<file path="config.mk">
export PLATFORM = sky130hd
export DESIGN_NAME = modified_utf8_decoder
export DESIGN_NICKNAME = d
export VERILOG_FILES = /design/src/hw/rtl/mutf8_pkg.sv /design/src/hw/rtl/modified_utf8_decoder.sv
export SDC_FILE = /design/constraint.sdc
export NUM_CORES = 1
export LEC_CHECK = 0
export ABC_AREA = 1
export BUFFER_PORTS_ARGS = -buffer_cell sky130_fd_sc_hd__buf_2
export CORE_MARGIN = 2
export CORE_UTILIZATION = 56
export DETAILED_ROUTE_END_ITERATION = 10
export PLACE_DENSITY_LB_ADDON = 0.25
export SLEW_MARGIN = 20
export SYNTH_ARGS = -nofsm -noshare
export SYNTH_HDL_FRONTEND = slang
export SYNTH_SLANG_ARGS = --single-unit
export TNS_END_PERCENT = 20
</file>
<file path="constraint.sdc">
create_clock -name clock -period 5.1 [get_ports clock]
set_clock_uncertainty 0.15 [all_clocks]
set_input_delay 0.765 -clock clock [delete_from_list [all_inputs] [get_ports clock]]
set_output_delay 0.765 -clock clock [all_outputs]
set_load 0.02 [all_outputs]
</file>
<file path="src/hw/rtl/mutf8_pkg.sv">
// Shared types and constants for the modified UTF-8 decoder.
package mutf8_pkg;

   localparam int unsigned QUEUE_DEPTH = 4;
   localparam int unsigned QUEUE_AW    = $clog2(QUEUE_DEPTH);
   localparam int unsigned SLOT_COUNT  = 2;

   localparam logic [2:0] LEAD_TWO_BYTE   = 3'b110;
   localparam logic [1:0] CONT_TAG        = 2'b10;
   localparam logic [3:0] LEAD_THREE_BYTE = 4'b1110;
   localparam logic [5:0] HIGH_SURR_TAG   = 6'b110110;
   localparam logic [5:0] LOW_SURR_TAG    = 6'b110111;
   localparam logic [20:0] SUPPL_BASE     = 21'h10000;

   typedef enum logic [1:0] {
      PH_LEAD        = 2'd0,
      PH_TWO_LAST    = 2'd1,
      PH_THREE_MID   = 2'd2,
      PH_THREE_LAST  = 2'd3
   } phase_type;

   typedef struct packed {
      logic [20:0] code_point;
      logic        has_char;
      logic        bad_sequence;
      logic        string_end;
      logic        run_last;
   } result_type;

   localparam result_type RESULT_NONE = '{
      code_point: 21'd0, has_char: 1'b0, bad_sequence: 1'b0,
      string_end: 1'b0, run_last: 1'b0};

endpackage

</file>
<file path="src/hw/rtl/modified_utf8_decoder.sv">
// Top level of the modified UTF-8 decoder: byte decoder and result queue.
//
// Decodes a Java modified UTF-8 byte stream into Unicode code points. One request byte
// is accepted per clock cycle whenever the four-entry result queue has room for two
// results; the byte is decoded against the sequence state in the same cycle and its
// zero, one or two results enter the queue together. Results leave the queue at one per
// cycle while rsp_tready is high, so a stream sustains one byte per cycle while most
// bytes yield at most one result, and the output port sets the pace when bytes yield
// two. Surrogate pairs are joined, C0 80 is dropped, bad or truncated sequences give an
// error result, and a string's final byte always yields at least one result with tlast.
module modified_utf8_decoder (
   input  logic        clock,
   input  logic        reset,
   input  logic        req_tvalid,
   output logic        req_tready,
   input  logic [7:0]  req_tdata,   // [7:0] in_byte
   input  logic        req_tlast,   // final_byte
   output logic        rsp_tvalid,
   input  logic        rsp_tready,
   output logic [23:0] rsp_tdata,   // [20:0] code_point, [21] run_last, [23:22] zero
   output logic [1:0]  rsp_tuser,   // [0] has_char, [1] bad_sequence
   output logic        rsp_tlast    // string_end
);

   localparam int unsigned AW = mutf8_pkg::QUEUE_AW;

   mutf8_pkg::phase_type phase_ff, phase_in;
   logic [9:0]  partial_ff, partial_in;
   logic [9:0]  held_ff, held_in;
   logic        held_valid_ff, held_valid_in;

   mutf8_pkg::result_type queue_ff [mutf8_pkg::QUEUE_DEPTH];
   logic [AW-1:0] wr_ptr_ff, wr_ptr_in;
   logic [AW-1:0] rd_ptr_ff, rd_ptr_in;
   logic [AW:0]   count_ff, count_in;

   mutf8_pkg::result_type slot [mutf8_pkg::SLOT_COUNT];
   logic [1:0]  n_push;
   logic        req_accept;
   logic        rsp_accept;

   assign req_tready = (count_ff <= (AW+1)'(mutf8_pkg::QUEUE_DEPTH - mutf8_pkg::SLOT_COUNT));
   assign req_accept = req_tvalid && req_tready;
   assign rsp_tvalid = (count_ff != '0);
   assign rsp_accept = rsp_tvalid && rsp_tready;

   always_comb begin
      logic [7:0]  b;
      logic        cont;
      logic        have;
      logic        err;
      logic        drop;
      logic [15:0] v;
      logic        is_hi;
      logic        is_lo;
      logic [9:0]  held_mid;
      logic        held_mid_valid;
      mutf8_pkg::result_type item;
      b    = req_tdata;
      cont = (b[7:6] == mutf8_pkg::CONT_TAG);
      have = 1'b0;
      err  = 1'b0;
      drop = 1'b0;
      v    = 16'd0;
      phase_in   = mutf8_pkg::PH_LEAD;
      partial_in = partial_ff;
      case (phase_ff)
         mutf8_pkg::PH_TWO_LAST: begin
            if (cont) begin
               v = {5'd0, partial_ff[4:0], b[5:0]};
               drop = (v == 16'd0);
               have = (v != 16'd0);
            end else begin
               err = 1'b1;
            end
         end
         mutf8_pkg::PH_THREE_MID: begin
            if (cont) begin
               partial_in = {partial_ff[3:0], b[5:0]};
               phase_in = mutf8_pkg::PH_THREE_LAST;
            end else begin
               err = 1'b1;
            end
         end
         mutf8_pkg::PH_THREE_LAST: begin
            if (cont) begin
               v = {partial_ff, b[5:0]};
               have = 1'b1;
            end else begin
               err = 1'b1;
            end
         end
         default: begin
            if (!b[7]) begin
               v = {8'd0, b};
               have = 1'b1;
            end else if (b[7:5] == mutf8_pkg::LEAD_TWO_BYTE) begin
               partial_in = {5'd0, b[4:0]};
               phase_in = mutf8_pkg::PH_TWO_LAST;
            end else if (b[7:4] == mutf8_pkg::LEAD_THREE_BYTE) begin
               partial_in = {6'd0, b[3:0]};
               phase_in = mutf8_pkg::PH_THREE_MID;
            end else begin
               err = 1'b1;
            end
         end
      endcase

      is_hi = have && (v[15:10] == mutf8_pkg::HIGH_SURR_TAG);
      is_lo = have && (v[15:10] == mutf8_pkg::LOW_SURR_TAG);

      slot[0] = mutf8_pkg::RESULT_NONE;
      slot[1] = mutf8_pkg::RESULT_NONE;
      n_push  = 2'd0;
      held_mid       = held_ff;
      held_mid_valid = held_valid_ff;

      item = mutf8_pkg::RESULT_NONE;
      item.code_point = {5'd0, mutf8_pkg::HIGH_SURR_TAG, held_ff};
      item.has_char = 1'b1;
      if (held_valid_ff && (have || err || drop) && !is_lo) begin
         slot[n_push[0]] = item;
         n_push = n_push + 2'd1;
         held_mid_valid = 1'b0;
      end

      item = mutf8_pkg::RESULT_NONE;
      if (is_hi) begin
         held_mid = v[9:0];
         held_mid_valid = 1'b1;
      end else if (is_lo && held_valid_ff) begin
         item.code_point = mutf8_pkg::SUPPL_BASE + {1'b0, held_ff, v[9:0]};
         item.has_char = 1'b1;
         slot[n_push[0]] = item;
         n_push = n_push + 2'd1;
         held_mid_valid = 1'b0;
      end else if (have) begin
         item.code_point = {5'd0, v};
         item.has_char = 1'b1;
         slot[n_push[0]] = item;
         n_push = n_push + 2'd1;
      end else if (err) begin
         item.bad_sequence = 1'b1;
         slot[n_push[0]] = item;
         n_push = n_push + 2'd1;
      end

      held_in       = held_mid;
      held_valid_in = held_mid_valid;

      if (req_tlast) begin
         item = mutf8_pkg::RESULT_NONE;
         if (held_mid_valid) begin
            item.code_point = {5'd0, mutf8_pkg::HIGH_SURR_TAG, held_mid};
            item.has_char = 1'b1;
            slot[n_push[0]] = item;
            n_push = n_push + 2'd1;
         end
         item = mutf8_pkg::RESULT_NONE;
         if (phase_in != mutf8_pkg::PH_LEAD) begin
            item.bad_sequence = 1'b1;
            slot[n_push[0]] = item;
            n_push = n_push + 2'd1;
         end
         if (n_push == 2'd0) begin
            slot[0] = mutf8_pkg::RESULT_NONE;
            n_push = 2'd1;
         end
         phase_in      = mutf8_pkg::PH_LEAD;
         partial_in    = 10'd0;
         held_in       = 10'd0;
         held_valid_in = 1'b0;
      end

      if (n_push == 2'd2) begin
         slot[1].run_last = 1'b1;
         slot[1].string_end = req_tlast;
      end else if (n_push == 2'd1) begin
         slot[0].run_last = 1'b1;
         slot[0].string_end = req_tlast;
      end
   end

   always_comb begin
      wr_ptr_in = wr_ptr_ff;
      rd_ptr_in = rd_ptr_ff;
      count_in  = count_ff;
      if (req_accept) begin
         wr_ptr_in = wr_ptr_ff + AW'(n_push);
         count_in  = count_ff + (AW+1)'(n_push);
      end
      if (rsp_accept) begin
         rd_ptr_in = rd_ptr_ff + AW'(1);
         count_in  = count_in - (AW+1)'(1);
      end
   end

   always_ff @(posedge clock) begin
      if (reset) begin
         phase_ff      <= mutf8_pkg::PH_LEAD;
         partial_ff    <= 10'd0;
         held_ff       <= 10'd0;
         held_valid_ff <= 1'b0;
         wr_ptr_ff     <= '0;
         rd_ptr_ff     <= '0;
         count_ff      <= '0;
      end else begin
         if (req_accept) begin
            phase_ff      <= phase_in;
            partial_ff    <= partial_in;
            held_ff       <= held_in;
            held_valid_ff <= held_valid_in;
         end
         wr_ptr_ff <= wr_ptr_in;
         rd_ptr_ff <= rd_ptr_in;
         count_ff  <= count_in;
      end
   end

   always_ff @(posedge clock) begin
      if (req_accept && (n_push != 2'd0)) begin
         queue_ff[wr_ptr_ff] <= slot[0];
      end
      if (req_accept && (n_push == 2'd2)) begin
         queue_ff[wr_ptr_ff + AW'(1)] <= slot[1];
      end
   end

   assign rsp_tdata = {2'b00, queue_ff[rd_ptr_ff].run_last, queue_ff[rd_ptr_ff].code_point};
   assign rsp_tuser = {queue_ff[rd_ptr_ff].bad_sequence, queue_ff[rd_ptr_ff].has_char};
   assign rsp_tlast = queue_ff[rd_ptr_ff].string_end;

   a_count_bound: assert property (@(posedge clock) disable iff (reset)
      count_ff <= (AW+1)'(mutf8_pkg::QUEUE_DEPTH))
      else $error("Result queue count exceeds its depth.");

   a_final_clears_state: assert property (@(posedge clock) disable iff (reset)
      req_accept && req_tlast |=> (phase_ff == mutf8_pkg::PH_LEAD) && !held_valid_ff)
      else $error("Sequence state not cleared after the final byte.");

   a_final_has_result: assert property (@(posedge clock) disable iff (reset)
      req_accept && req_tlast |-> n_push != 2'd0)
      else $error("Final byte produced no result.");

   a_push_bound: assert property (@(posedge clock) disable iff (reset)
      req_accept |-> n_push <= 2'd2)
      else $error("A request produced more than two results.");

endmodule
</file>
After elaboration in Yosys (flattened, before gate mapping)
Memory sizes are Yosys's and may differ from the RTL's. A register that Yosys moved wholly into a read port is not among the register bits.
Cells that the tools add are included.

word-level totals
  memories = 1
  flip-flop bits (word level) = 30
  memory bits (writable) = 100
  input bits = 13

memory list
  name      depth  width  read ports  clocked after Yosys merged registers in  write ports  RTL line                     text
  queue_ff  4      25     1           1                                        2            modified_utf8_decoder.sv:32  mutf8_pkg::result_type queue_ff [mutf8_pkg::QUEUE_DEPTH];

cells by class
  $lt $le $gt $ge = 7
  bitwise logic cells = 9
  multiplexer cells = 74
  equality and inequality tests = 12
  add/sub/neg operators = 9
  reduce and logical (&&, ||, !) cells = 26

operator list
  operator                                                         count
  50-bit 2-to-1 mux                                                8
  50-bit bitwise mux                                               3
  25-bit 2-to-1 mux                                                4
  48-bit NOT                                                       2
  25-bit demux with 1-bit select                                   3
  10-bit 2-to-1 mux                                                7
  43-bit by 48-bit AND with 48-bit output                          1
  48-bit AND                                                       1
  16-bit one-hot mux with 3 select lines                           1
  2-bit 2-to-1 mux                                                 20
  17-bit by 20-bit adder with 21-bit output, first input constant  1
  20-bit 2-to-1 mux                                                1
  10-bit one-hot mux with 2 select lines                           1
  1-bit 2-to-1 mux                                                 19
  16-bit 2-to-1 mux                                                1
  6-bit equality test, second input constant                       2
  1-bit logical AND                                                12
  11-bit logical NOT                                               1
  11-bit 2-to-1 mux                                                1
  11-bit nonzero test                                              1
  2-bit by 1-bit adder with 2-bit output, second input constant    5
  2-bit equality test, second input constant                       4
  7-bit 2-to-1 mux                                                 1
  2-bit greater-or-equal comparator, second input constant         3
  24 further kinds                                                 34

Depth between registers and ports, before layout
  word-level depth = 30
  depth in mapped cells = 27

Worst setup path before layout
Ideal clock, no wire load.

  path kind = input to register
  from = in req_tdata[6]
  to = mem queue_ff[3][0] in the netlist's numbering (enable)
  arrival = 4,595 ps
  path buffers = 0
  slack = -86 ps
  stages on the path = 20
  path through = inv_2 nand3_1 nor3_4 nand3_2 nand2_2 inv_1 ha_1 inv_1 nand2_1 nand2_1 nand3_2 nand2_1 nand2_2 nand2_4 nand2_1 nand3_2 nand2_4 nand2_1 nand2_1 o21ai_0

RTL lines
  what                RTL line                     text
  start: declaration  modified_utf8_decoder.sv:16  input logic [7:0] req_tdata,
  end: declaration    modified_utf8_decoder.sv:32

Worst setup path in the final report
  from = reg phase_ff[0]
  to = reg count_ff[1]

between the ends
  longest elaborated chain between the ends = 26

ends and longest elaborated chain
  what                                                                             RTL line                      text
  start: declaration                                                               modified_utf8_decoder.sv:27   mutf8_pkg::phase_type phase_ff, phase_in;
  start signal: assignment                                                         modified_utf8_decoder.sv:200  phase_ff <= mutf8_pkg::PH_LEAD;
  start signal: assignment                                                         modified_utf8_decoder.sv:209  phase_ff <= phase_in;
  branches (longest 21 deep; another with 2-bit by 1-bit adder with 2-bit output)  n/a
  2-bit 2-to-1 mux (*)                                                             modified_utf8_decoder.sv:151  if (req_tlast) begin
  3-bit by 2-bit adder with 3-bit output (*)                                       modified_utf8_decoder.sv:190  count_in = count_ff + (AW+1)'(n_push);
  3-bit 2-to-1 mux (*)                                                             modified_utf8_decoder.sv:188  if (req_accept) begin
  3-bit by 1-bit subtractor with 3-bit output                                      modified_utf8_decoder.sv:194  count_in = count_in - (AW+1)'(1);
  3-bit 2-to-1 mux (*)                                                             modified_utf8_decoder.sv:192  if (rsp_accept) begin
  end signal: assignment                                                           modified_utf8_decoder.sv:216  count_ff <= count_in;
  end: declaration                                                                 modified_utf8_decoder.sv:35   logic [AW:0] count_ff, count_in;

Mark *: on every way between the ends. The select of a mux whose other input is x is not followed.
A chain may end at the register's enable or synchronous reset.

==> metrics.txt <==
Yosys Warn Count 0; Max-cap violations 0; Clock Sinks 132; Port Buffer Count 39; post-route minimum period 4.44 ns; Pre-antenna DRT Iters 5; DRC 0; first-pass GRT wire length 32300 µm; CTS tree yes; critical path fanouts, max 14; clock slew seen by the registers of the worst setup and hold paths 0.06 ns; crit end category flip-flop; Ant. Diodes 0; status finished, final reports clean; count of final setup violators 0; Overall Power 3.50 mW; P_leak 3.29 nW; Hold Crit Endpoint partial_ff[6]$_SDFFE_PP0P_; initial antenna violation count 0; vias 6689; worst r2r src phase_ff[0]$_SDFFE_PP0P_; most frequent cells in the layout nand2_1, o21ai_0, edfxtp_1; nets@finish 990; sequential element share of the synthesized area 46.8%; Final Hold Viols 0; final design utilization 63.1%; placer congestion estimate 0.964; Rel. slew slack 33.5%; Post-Syn Area 0.00779 mm²; Starting DRT DRC Count 714; fill count 1184; FF-to-FF End count_ff[1]$_SDFF_PP0_; switching component of the power 1.15 mW; syn avg cell area 8.23 µm²; DP Wirelength 13300 µm; hold crit path type reg -> reg; worst vdd ir 0.239 mV; slowest CP cell dfxtp_1; Int Pwr 2.36 mW; layout cells sized above 1 15.9%; Final period util 87.0%; cts bufs inserted 17; #FFs+latches synth 132; flip-flop and latch area 0.00364 mm²; Multi-input gate area 0.00357 mm²; Worst-Skew Late Latency 0.43 ns; Hold Path Origin partial_ff[6]$_SDFFE_PP0P_; Comb pwr share 25.7%; Congestion Overflow GR 0; pin count of the biggest net entering global routing 51; Starting Density 56.8%; Placed Instances 1131; Core ar. 0.0137 mm²; Worst setup SP type flip-flop; Synth Instances 947; CTS root buf clkbuf_16; Reg power frac 37.8%; WL final 20500 µm; GRT Util Overall 29.0%; vias in the first global route 6072; post-synth cell types 47; Die Span Y 122 µm; crit path cell chain nand2_2 -> nor3_4 -> nand3_2 -> nand2_2 -> inv_1 -> ha_1 -> nand2_1 -> nand3_2 -> nand3_4 -> nand3_2 -> nand2_1 -> nand3_2 -> nand2_4 -> inv_1 -> ha_1 -> fa_1 -> mux2i_1 -> ha_1 -> nand2_1 -> nand2_1 -> a21oi_1; boundary pin count 42; sw frac 32.7%; flop-to-flop setup slack 0.66 ns; RSZ-0062 raised after global routing no; H-tree lvl count 4; hold_buf cts 0; clock share of power 36.5%; Power Dens Cells 405 mW/mm²; number of setup buffers added after CTS 0; via-per-instance ratio 5.75; largest stage delay on the critical path 0.53 ns; Layout Cells excl Fill 1163; clk buf depth 2; CP Data Required Time 5.31 ns; WS Path Type reg -> reg; hold depth 2; Core Rows 43; Final ANT Viol Nets 0; Reg2Reg Depth 21; Slew Viols, Final 0; Area growth syn-to-layout 11.1%; Slew @ Worst Pin 0.996 ns; die area 0.0149 mm²; Arr. time, crit path 4.64 ns; Routed WL per cell 17.6 µm; Fmax achieved 0.225 GHz; sum of negative setup slack 0 ns; post-CTS sizing 0; die width 122 µm; commonest non-fill, non-tap cell in the layout nand2_1
==> synth_stat cells, drive strengths merged <==
master     n  share of area (%)
clkbuf    32                1.5
nand2    215                 11
a31o       1               0.11
inv       72                3.5
buf       21                2.4
conb       1              0.048
ha         6               0.96
or2       10               0.80
o311ai     1               0.11
nor2     106                5.7
mux2i      1               0.13
o221ai     3               0.34
a21oi     39                2.7
nand3     36                3.8
o2111ai    1               0.11
clkinv     1              0.048
o211ai     3               0.29
fa         1               0.26
dfxtp     32                8.2
xor2       1               0.11
o21ai    183                 13
nor3      15                1.2
o21bai     1              0.096
o22ai     34                2.7
nor4       8               0.64
nand3b    12                1.3
edfxtp   100                 39
nand4      6               0.48
nor3b      4               0.39
a211oi     1              0.096
==> metal layers <==
layer / global-route usage (%) / vias to the layer above / wire length, µm
met3: 6.18 / 34 / 1260
met5: 0 / - / 0
met4: 11.3 / 0 / 497
met1: 39.4 / 3099 / 9230
li1: - / 3313 / -
met2: 45.6 / 243 / 9470
==> cells by family (layout without fill, tap and decap cells) <==
| logic type | Yosys count | count (layout) | share of synthesized area, % |
|---|---|---|---|
| other | 1 | 2 | 0.0481 |
| AND/OR/NAND/NOR | 412 | 412 | 25.1 |
| flip-flops | 132 | 132 | 46.8 |
| adder cells (fa/ha/maj) | 7 | 7 | 1.22 |
| buffers and inverters | 126 | 161 | 7.45 |
| XOR/XNOR | 1 | 1 | 0.112 |
| multiplexers | 1 | 1 | 0.128 |
| AO/OA/AOI/OAI | 267 | 267 | 19.2 |
==> how the worst max path moves through the flow <==
stage	startpoint	to	depth (start not counted)
final	phase_ff[0]$_SDFFE_PP0P_	count_ff[1]$_SDFF_PP0_	21
after global routing	phase_ff[0]$_SDFFE_PP0P_	count_ff[1]$_SDFF_PP0_	21
after CTS	phase_ff[0]$_SDFFE_PP0P_	count_ff[1]$_SDFF_PP0_	21
after detailed placement	req_tdata[6]	count_ff[1]$_SDFF_PP0_	23
after global placement	req_tdata[6]	count_ff[1]$_SDFF_PP0_	23
after floorplan	req_tdata[6]	queue_ff[3][0]$_DFFE_PP_	20
==> power by group through the flow <==
stage	Clock, mW	Sequential (mW)	Combinational (mW)
2_1_floorplan	0	1.34	0.628
3_3_place_gp	0	1.34	0.891
3_5_place_dp	0	1.34	0.901
4_1_cts	1.29	1.32	0.903
5_1_grt	1.33	1.34	0.993
6_report	1.28	1.32	0.901
==> worst max-delay path: cells and delay by family (launching register included) <==
kind	cells	cell delay, ns
AO/OA/AOI/OAI	1	0.11
adder cells (fa/ha/maj)	4	1.24
buffers and inverters	2	0.18
flip-flops	1	0.53
multiplexers	1	0.22
AND/OR/NAND/NOR	13	1.92
==> per-stage QoR <==
stage                     setup slack, ns  hold WS (ns)  area (µm²)
after global placement              0.444         0.306        8040
after global routing                0.314         0.335        8650
after floorplan                     0.588         0.286        7790
final                               0.665         0.314        8650
after detailed placement            0.346         0.308        8040
after CTS                           0.701         0.319        8650
==> sequential cells by signal, indices dropped and copies added, names as in the netlist, named ones only <==
signal	flops
partial_ff	10
wr_ptr_ff	2
count_ff	3
queue_ff	100
held_ff	10
held_valid_ff	1
phase_ff	2
rd_ptr_ff	2
==> cell type report <==
cell class	count	share of cell area, %
flip-flops and latches	132	42.1
inverters	73	3.17
repair buffers	56	3.73
clock inverters	14	2.14
clock buffers	18	4.96
multi-input cells	690	41.3
well taps	180	2.60
(Power assumes the default switching activity.)
